**src/hdl/rasz_pkg.sv**
```systemverilog
// package for the running average of voice sdu sizes
// holds the field widths and the sequencer state codes
// no dependencies
package rasz_pkg;

  localparam int unsigned SizeW = 16;
  localparam int unsigned StW   = 3;

  localparam logic [StW-1:0] S_IDLE = 3'd0;
  localparam logic [StW-1:0] S_UPD  = 3'd1;
  localparam logic [StW-1:0] S_DIV  = 3'd2;
  localparam logic [StW-1:0] S_DONE = 3'd3;

endpackage

```
**src/hdl/running_average_sdu_size_top.sv**
```systemverilog
// running average of voice sdu sizes over a ring of WINDOW entries
// depends on rasz_pkg and rasz_ram
//
// channel   direction  handshake               payload
// in        input      in_valid_i / in_stall_o  is_voice_i, sdu_size_i
// out       output     out_valid_o / out_stall_i average_size_o
// cfg       input      cfg_we_i                cfg_wdata_i (average_enable)
//
// a voice item passes through the update, divide and done states, a non-voice item skips update,
// and the divide state runs the bit-serial divider that retires one quotient bit per cycle.
// with averaging disabled an item goes straight to the done state.
// the ring is held in a ram; per-entry valid bits make unwritten entries read as zero.
// a new item is taken while a finished result still waits on out_stall_i.
module running_average_sdu_size_top import rasz_pkg::*; #(
  parameter int unsigned WINDOW = 8
) (
  input  logic             clk_i,
  input  logic             rst_ni,
  input  logic             cfg_we_i,
  input  logic             cfg_wdata_i,
  input  logic             in_valid_i,
  output logic             in_stall_o,
  input  logic             is_voice_i,
  input  logic [SizeW-1:0] sdu_size_i,
  output logic             out_valid_o,
  input  logic             out_stall_i,
  output logic [SizeW-1:0] average_size_o
);

  localparam int unsigned IDX_W = (WINDOW > 1) ? $clog2(WINDOW) : 1;
  localparam int unsigned SUM_W = SizeW + $clog2(WINDOW);
  localparam int unsigned CNT_W = $clog2(WINDOW + 1);
  localparam int unsigned IT_W  = $clog2(SUM_W);

  logic [StW-1:0]   st_q, st_d;
  logic             en_q;
  logic [IDX_W-1:0] pos_q, pos_d;
  logic [CNT_W-1:0] cnt_q, cnt_d;
  logic [SUM_W-1:0] sum_q, sum_d;
  logic [WINDOW-1:0] vld_q, vld_d;
  logic             out_valid_q, out_valid_d;
  logic [SizeW-1:0] out_data_q, out_data_d;

  logic [SizeW-1:0] size_q, size_d;
  logic [IDX_W-1:0] nxt_q, nxt_d;
  logic [SUM_W-1:0] dq_q, dq_d;
  logic [CNT_W-1:0] rem_q, rem_d;
  logic [IT_W-1:0]  it_q, it_d;
  logic             zero_q, zero_d;

  logic             in_acc;
  logic [IDX_W-1:0] nxt_w;
  logic             ram_re, ram_we;
  logic [SizeW-1:0] ram_rdata;
  logic [SizeW-1:0] old_size;
  logic [CNT_W:0]   trial, diff;
  logic             ge;
  logic             out_free;

  assign in_stall_o = (st_q != S_IDLE);
  assign in_acc     = in_valid_i && !in_stall_o;
  assign nxt_w      = (pos_q == IDX_W'(WINDOW - 1)) ? '0 : pos_q + IDX_W'(1);
  assign ram_re     = in_acc && en_q && is_voice_i;
  assign ram_we     = (st_q == S_UPD);
  assign old_size   = vld_q[nxt_q] ? ram_rdata : '0;

  assign trial = {rem_q, dq_q[SUM_W-1]};
  assign ge    = (trial >= {1'b0, cnt_q});
  assign diff  = trial - {1'b0, cnt_q};
  assign out_free = !out_valid_q || !out_stall_i;

  rasz_ram #(
    .Width(SizeW),
    .Depth(WINDOW)
  ) u_ring (
    .clk_i  (clk_i),
    .we_i   (ram_we),
    .waddr_i(nxt_q),
    .wdata_i(size_q),
    .re_i   (ram_re),
    .raddr_i(nxt_w),
    .rdata_o(ram_rdata)
  );

  always_comb begin
    st_d        = st_q;
    pos_d       = pos_q;
    cnt_d       = cnt_q;
    sum_d       = sum_q;
    vld_d       = vld_q;
    out_valid_d = out_valid_q && out_stall_i;
    out_data_d  = out_data_q;
    size_d      = size_q;
    nxt_d       = nxt_q;
    dq_d        = dq_q;
    rem_d       = rem_q;
    it_d        = it_q;
    zero_d      = zero_q;
    unique case (st_q)
      S_IDLE: begin
        if (in_acc) begin
          size_d = sdu_size_i;
          nxt_d  = nxt_w;
          rem_d  = '0;
          it_d   = '0;
          dq_d   = sum_q;
          zero_d = !en_q;
          if (!en_q) begin
            st_d = S_DONE;
          end else if (is_voice_i) begin
            st_d = S_UPD;
          end else begin
            st_d = S_DIV;
          end
        end
      end
      S_UPD: begin
        sum_d = sum_q - SUM_W'(old_size) + SUM_W'(size_q);
        vld_d[nxt_q] = 1'b1;
        pos_d = nxt_q;
        if (cnt_q != CNT_W'(WINDOW)) begin
          cnt_d = cnt_q + CNT_W'(1);
        end
        dq_d = sum_d;
        st_d = S_DIV;
      end
      S_DIV: begin
        rem_d = ge ? diff[CNT_W-1:0] : trial[CNT_W-1:0];
        dq_d  = {dq_q[SUM_W-2:0], ge};
        it_d  = it_q + IT_W'(1);
        if (it_q == IT_W'(SUM_W - 1)) begin
          st_d = S_DONE;
        end
      end
      S_DONE: begin
        if (out_free) begin
          out_valid_d = 1'b1;
          out_data_d  = (zero_q || cnt_q == '0) ? '0 : dq_q[SizeW-1:0];
          st_d        = S_IDLE;
        end
      end
      default: begin
        st_d = S_IDLE;
      end
    endcase
  end

  always_ff @(posedge clk_i or negedge rst_ni) begin
    if (!rst_ni) begin
      st_q        <= S_IDLE;
      en_q        <= 1'b0;
      pos_q       <= '0;
      cnt_q       <= '0;
      sum_q       <= '0;
      vld_q       <= '0;
      out_valid_q <= 1'b0;
    end else begin
      st_q        <= st_d;
      pos_q       <= pos_d;
      cnt_q       <= cnt_d;
      sum_q       <= sum_d;
      vld_q       <= vld_d;
      out_valid_q <= out_valid_d;
      if (cfg_we_i) begin
        en_q <= cfg_wdata_i;
      end
    end
  end

  always_ff @(posedge clk_i) begin
    out_data_q <= out_data_d;
    size_q     <= size_d;
    nxt_q      <= nxt_d;
    dq_q       <= dq_d;
    rem_q      <= rem_d;
    it_q       <= it_d;
    zero_q     <= zero_d;
  end

  assign out_valid_o    = out_valid_q;
  assign average_size_o = out_data_q;

`ifndef SYNTHESIS
  a_cnt_bound: assert property (@(posedge clk_i) disable iff (!rst_ni)
    cnt_q <= CNT_W'(WINDOW))
    else $error("valid count above window");

  a_vld_cnt: assert property (@(posedge clk_i) disable iff (!rst_ni)
    $countones(vld_q) == int'(cnt_q))
    else $error("valid bits disagree with valid count");

  a_empty_sum: assert property (@(posedge clk_i) disable iff (!rst_ni)
    (cnt_q == '0) |-> (sum_q == '0))
    else $error("running sum nonzero with empty window");

  a_voice_upd: assert property (@(posedge clk_i) disable iff (!rst_ni)
    (in_acc && en_q && is_voice_i) |=> (st_q == S_UPD))
    else $error("voice item did not enter update");

  a_div_end: assert property (@(posedge clk_i) disable iff (!rst_ni)
    (st_q == S_DIV && it_q == IT_W'(SUM_W - 1)) |=> (st_q == S_DONE))
    else $error("divider did not finish");
`endif

endmodule

```
**src/hdl/rasz_ram.sv**
```systemverilog
// generic single-port-write, single-port-read ram with registered read
// no dependencies
module rasz_ram #(
  parameter int unsigned Width = 16,
  parameter int unsigned Depth = 8
) (
  input  logic                                     clk_i,
  input  logic                                     we_i,
  input  logic [(Depth > 1 ? $clog2(Depth) : 1)-1:0] waddr_i,
  input  logic [Width-1:0]                         wdata_i,
  input  logic                                     re_i,
  input  logic [(Depth > 1 ? $clog2(Depth) : 1)-1:0] raddr_i,
  output logic [Width-1:0]                         rdata_o
);

  logic [Width-1:0] mem_q [Depth];
  logic [Width-1:0] rdata_q;

  always_ff @(posedge clk_i) begin
    if (we_i) begin
      mem_q[waddr_i] <= wdata_i;
    end
    if (re_i) begin
      rdata_q <= mem_q[raddr_i];
    end
  end

  assign rdata_o = rdata_q;

endmodule
```
**config.mk**
```make
export PLATFORM = sky130hd
export DESIGN_NAME = running_average_sdu_size_top
export DESIGN_NICKNAME = d
export VERILOG_FILES = /design/src/hdl/rasz_pkg.sv /design/src/hdl/running_average_sdu_size_top.sv /design/src/hdl/rasz_ram.sv
export SDC_FILE = /design/constraint.sdc
export NUM_CORES = 1
export LEC_CHECK = 0
export ABC_AREA = 0
export BUFFER_PORTS_ARGS = -buffer_cell sky130_fd_sc_hd__buf_4
export CAP_MARGIN = 20
export CORE_ASPECT_RATIO = 1.75
export CORE_MARGIN = 5
export CORE_UTILIZATION = 65
export DETAILED_ROUTE_END_ITERATION = 10
export GPL_ROUTABILITY_DRIVEN = 1
export PLACE_DENSITY = 0.86
export SYNTH_ARGS = -nofsm -noshare
export SYNTH_HDL_FRONTEND = slang
export SYNTH_SLANG_ARGS = --single-unit
export TNS_END_PERCENT = 10
```
**constraint.sdc**
```tcl
create_clock -name clk_i -period 11.8 [get_ports clk_i]
set_input_delay 1.18 -clock clk_i [delete_from_list [all_inputs] [get_ports clk_i]]
set_output_delay 1.18 -clock clk_i [all_outputs]
set_load 0.02 [all_outputs]
```
==> results.ini, run 1 <==
[outcome]
outcome = complete, no violations

[route]
postRouteAntennaNets = 0
wl_per_cell_um = 21.3
drt_iter0_markers = 465
dr.max_layer_used = met4
met2WireLength_um = 12500
vias_per_cell = 6.06
vias = 6476
firstDrtPassIters = 5
routed_wl_um = 22700
wl_met1_um = 8410
wl_met3_um = 994
drc = 0

[die]
io_pins = 41
coreArea_um2 = 17000
rows = 63
die_w_um = 109
start_util = 0.661
die_h_um = 184
die-area_um2 = 20100

[global_routing]
first_global_vias = 6871
grt.overflow.total = 0
grt_pass1_wl_um = 36000
grt_max_degree = 47
antenna_found_initial = 0
grt_usage = 0.235

[hold_path]
holdCritPathClass = register to register

[synth]
synth-edff-count = 208
syn_area_um2 = 11200
synth_flop_cell = edfxtp_1
synth_xor_area_frac = 0.0132
synth_compound_area_frac = 0.0690
yosys.area_share.adder = 0.0681
muxShareOfSynthArea = 0.0962
async_flop_share = 0.154
syn_area_per_cell_um2 = 14.5
yosys.area_share.simple = 0.0751
synthCells = 778
synth.ff_latch_count = 246
synth_fp_nets = 852
synth_top_family_by_area = multiplexers
ys_warn_count = 0
synth_sequential_area_ratio = 0.640
yosysUniqueCellTypes = 55

[layout]
final_cell_mix = 208 x edfxtp_1, 81 x inv_1, 47 x buf_4, 45 x nand2_1, 38 x dfrtp_1
fin_util = 0.744
area_delta_synth_final_pct = 12.7
final_common_cell = edfxtp_1
layout-drive-gt1-share = 0.184
fin_nets = 901
antenna_cells = 0
num-fill-cells = 1032

[clock_tree]
cts_tree = done
clk_path_buf_depth = 3
root_buffer = clkbuf_16
clock_latency_ns = 0.51
h-tree-depth = 1
cts_made_buffers = 21
ctsHoldBuffers = 0
cts_setup_buffers = 0
clkTransAtPathRegs_ns = 0.07
post_cts_resize_count = 0
clock-sinks = 246

[sta]
clock.fmax_mhz = 243
fin_crit_ns = 4.11
fin_worst_skew_ns = 0.0172
drv_slew = 0
setup_ws_ns = 7.69
worstMarginPinSlew_ns = 1.08
finalSetupViolCount = 0
rsz0062_at_grt = no
tns_ns = 0
holdWs_ns = 0.471
hold_viol_final = 0
fin_crit_sh = 0.348
relSlewSlack = 0.281

[placement]
dp_hpwl_um = 15400
place_ws_ns = 7.74
gp_congestion = 0.868
port_buffers = 40

[setup_path]
startpoint_type = register
cp-end-kind = register
critPathSlowestCell = edfxtp_1
cp.required_ns = 12.14
cp_max_fo = 16
max_stage_delay_ns = 0.61
worstPathArrival_ns = 4.45
crit_chain = mux4_2, mux2i_1, buf_4, nor2b_1, fa_1, inv_1, fa_1, a21o_1, a221oi_4, o31ai_4, a31oi_1, mux2_1, a31oi_1
crit_type = register to register

[run]
drv_cap = 0

[layer usage]
metal,vias to the layer above,track usage
met5,-,0
li1,2943,-
met3,59,0.0295
met2,208,0.425
met1,3266,0.286
met4,0,0.0844
[layout make-up]
type | count | area [um2] | share of cell area
Sequential cell | 246 | 7200 | 0.568
Clock buffer | 25 | 541 | 0.0426
Timing Repair Buffer | 54 | 463 | 0.0365
Tap cell | 227 | 284 | 0.0224
Multi-Input combinational cell | 418 | 3660 | 0.289
Clock inverter | 12 | 201 | 0.0159
Inverter | 86 | 323 | 0.0255
[cells by family after synthesis]
family                     Yosys count
adders and majority gates           51
muxes                               63
DFF                                246
xor gates and xnor gates            17
and+or+nand+nor                    170
AOI/OAI and AO/OA                  117
buffers and inverters              114
[synth_stat cells (2+ instances only)]
library cell  count  share of area
buf_1             4         0.0013
and2_1           17         0.0095
mux2_1            5         0.0050
or2_1             8         0.0044
nand2b_1          4         0.0022
fa_1             17          0.030
nor2_1           38          0.013
mux2i_1           8         0.0071
xnor2_1           9         0.0070
o211ai_1          3         0.0020
a21o_1           15          0.010
xor2_1            8         0.0062
edfxtp_1        208           0.56
and3_1            4         0.0022
buf_2             5         0.0022
or3_1             2         0.0011
inv_2             5         0.0017
a221oi_1          2         0.0016
o21bai_1          2         0.0013
nor2b_1          18          0.010
a211o_1           3         0.0023
inv_1            81          0.027
a311oi_1          2         0.0016
o21ai_0           7         0.0031
and4_1            2         0.0016
mux4_2           34          0.068
nor4_1            3         0.0017
ha_1             34          0.038
nand4_1          10         0.0056
nand3b_1          2         0.0013
clkbuf_1         19         0.0063
nand3_1           8         0.0036
a31oi_1          15         0.0083
nand2_1          45          0.015
a211oi_1          3         0.0020
dfrtp_1          38          0.085
mux2_2           16          0.016
o21ai_1          21         0.0093
nor3_1            8         0.0036
a21oi_1          29          0.013
a2111o_1          2         0.0020
[sequential cells by signal, summed over array words and instances (netlist names), 3 cells and up]
name and flops:
rem_q 4, pos_q 3, nxt_q 3, dq_q 19, average_size_o 16, u_ring.mem_q 128
sum_q 19, size_q 16, u_ring.rdata_o 16, cnt_q 4, it_q 5, vld_q 8
[through the flow]
| step | instances | area (um2) |
|---|---|---|
| after detailed placement | 1028 | 11900 |
| after CTS | 1065 | 12600 |
| after global placement | 1024 | 11800 |
| after floorplan | 778 | 11200 |
| final | 1068 | 12700 |
| after global routing | 1068 | 12700 |
[path summary, 6_finish.rpt]
kind | from | endpoint | slack, ns | depth (start not counted)
worst max-delay path | nxt_q[1]$_DFFE_PP_ | dq_q[12]$_DFFE_PP_ | 7.69 | 13
worst min-delay path | vld_q[4]$_DFFE_PN0P_ | vld_q[4]$_DFFE_PN0P_ | 0.47 | 1
worst max register to register | nxt_q[1]$_DFFE_PP_ | dq_q[12]$_DFFE_PP_ | 7.69 | 13
worst min register to register | vld_q[4]$_DFFE_PN0P_ | vld_q[4]$_DFFE_PN0P_ | 0.47 | 1
max in group asynchronous | rst_ni | sum_q[7]$_DFFE_PN0P_ | 10.76 | 1
min in group asynchronous | rst_ni | pos_q[2]$_DFFE_PN0P_ | 0.65 | 1
[worst max-delay path, delay by kind of cell (launching register included)]
| kind | cells | cell delay (ns) |
|---|---|---|
| AOI/OAI and AO/OA | 5 | 1.14 |
| adders and majority gates | 2 | 0.93 |
| buffers and inverters | 2 | 0.30 |
| DFF | 1 | 0.61 |
| muxes | 3 | 0.86 |
| and+or+nand+nor | 1 | 0.08 |
Power of run 1 is not shown: default switching activity piles up to over one toggle a cycle in this logic, so the estimate is an artifact.
==> run 2: changes to the inputs <==
CORE_UTILIZATION = 62   (was 65)
PLACE_DENSITY = 0.83   (was 0.86)
clock period = 4 ns   (was 11.8 ns; I/O delays follow)
==> results.ini, run 2 (same netlist as run 1, synthesis figures left out) <==
[outcome]
outcome = complete, no violations

[setup_path]
worstPathArrival_ns = 4.17
cp-end-kind = register
cp_max_fo = 7
rr_endpoint = dq_q[15]$_DFFE_PP_
startpoint_type = register
cp.required_ns = 4.24
timing.rr.start = nxt_q[2]$_DFFE_PP_
reg2reg_depth = 14
crit_type = register to register
rrSetupSlack_ns = 0.07

[run]
drv_cap = 0

[route]
drc = 0
drt_iter0_markers = 374
vias = 6503
vias_per_cell = 5.94
firstDrtPassIters = 4
wl_per_cell_um = 20.6
routed_wl_um = 22500
postRouteAntennaNets = 0

[die]
io_pins = 41
die-area_um2 = 21000
die_h_um = 188
start_util = 0.626
coreArea_um2 = 18000
rows = 65
die_w_um = 112

[layout]
antenna_cells = 0
layout-drive-gt1-share = 0.206
fin_nets = 921
num-fill-cells = 1201
multi_input_comb_area_um2 = 3720
largest_reg_flops = 128
final_cell_mix = 208 x edfxtp_1, 81 x inv_1, 72 x buf_4, 45 x nand2_1, 38 x dfrtp_1
area_delta_synth_final_pct = 13.4
top_regs = u_ring.mem_q x128, dq_q x19, sum_q x19
top_register = u_ring.mem_q
seq_area_um2 = 7200
final_common_cell = edfxtp_1

[sta]
fin_worst_skew_ns = 0.0216
relSlewSlack = 0.333
tns_ns = 0
rsz0062_at_grt = yes
drv_slew = 0
clock.fmax_mhz = 254
worstMarginPinSlew_ns = 0.997
fin_crit_ns = 3.93
fin_crit_sh = 0.983
finalSetupViolCount = 0
holdWs_ns = 0.0708
hold_viol_final = 0

[clock_tree]
cts_tree = done
clock-sinks = 246
cts_made_buffers = 21
h-tree-depth = 1
clkTransAtPathRegs_ns = 0.08
clock_latency_ns = 0.51
clk_path_buf_depth = 3
root_buffer = clkbuf_16

[global_routing]
grt_pass1_wl_um = 36100
grt_usage = 0.217
grt.overflow.total = 0
grt_max_degree = 45
antenna_found_initial = 0
first_global_vias = 6921

[placement]
port_buffers = 40
gp_congestion = 0.827
dp_hpwl_um = 15200

[hold_path]
holdPathStages = 1
holdCritPathClass = primary input to register
hold_start = sdu_size_i[13]
hold_end = size_q[13]$_DFFE_PP_

[run 2: metrics by stage]
step	cells	utilization	worst slack (ns)	area, um2
2_1_floorplan	778	-	0.0530	11300
3_3_place_gp	1051	0.665	0.0743	12000
3_5_place_dp	1051	0.665	-0.0217	12000
4_1_cts	1090	0.703	0.0277	12600
5_1_grt	1095	0.710	-0.0630	12800
6_report	1095	0.710	0.0675	12800
[run 2: final cells by class]
type | instances | share of cell area
flip-flops and latches | 246 | 0.564
multi-input cells | 418 | 0.292
repair buffers | 74 | 0.0440
clock buffers | 24 | 0.0421
inverters | 86 | 0.0253
well taps | 234 | 0.0230
clock inverters | 13 | 0.00971
[run 2: timing repair]
action | in CTS | in global routing
endpoints found under the setup margin | 3 | 15
gates resized for setup | 2 | 15
setup buffers | 1 | 4
hold endpoints to repair | 38 | 0
pin swaps | 1 | 6
cloned | 0 | 1
hold buffers | 1 | 0
[run 2: how the worst max path moves through the flow]
stage / end / slack, ns / startpoint
global placement: dq_q[12]$_DFFE_PP_ / 0.07 / nxt_q[2]$_DFFE_PP_
finish: dq_q[15]$_DFFE_PP_ / 0.07 / nxt_q[2]$_DFFE_PP_
global route: dq_q[17]$_DFFE_PP_ / -0.06 / nxt_q[2]$_DFFE_PP_
detailed placement: dq_q[12]$_DFFE_PP_ / -0.02 / nxt_q[2]$_DFFE_PP_
CTS: dq_q[11]$_DFFE_PP_ / 0.03 / nxt_q[2]$_DFFE_PP_
floorplan: dq_q[15]$_DFFE_PP_ / 0.05 / nxt_q[2]$_DFFE_PP_
[run 2: worst max-delay path: stages (launching register included)]
cell and delay [ns]:
edfxtp_1 0.42, mux4_2 0.55, mux2i_4 0.24, buf_4 0.20
nor2b_1 0.06, fa_1 0.47, inv_1 0.04, ha_1 0.29
buf_4 0.14, nand2_1 0.12, or3_1 0.36, a21o_1 0.20
and4_1 0.20, nor4_2 0.29, a311oi_1 0.08
[run 2: routing by layer]
layer,GRT usage,part of all wire
met1,0.246,0.37
met2,0.416,0.56
met3,0.0247,0.038
met4,0.0768,0.035
met5,0,0
Power of run 2 is left out for the same reason.
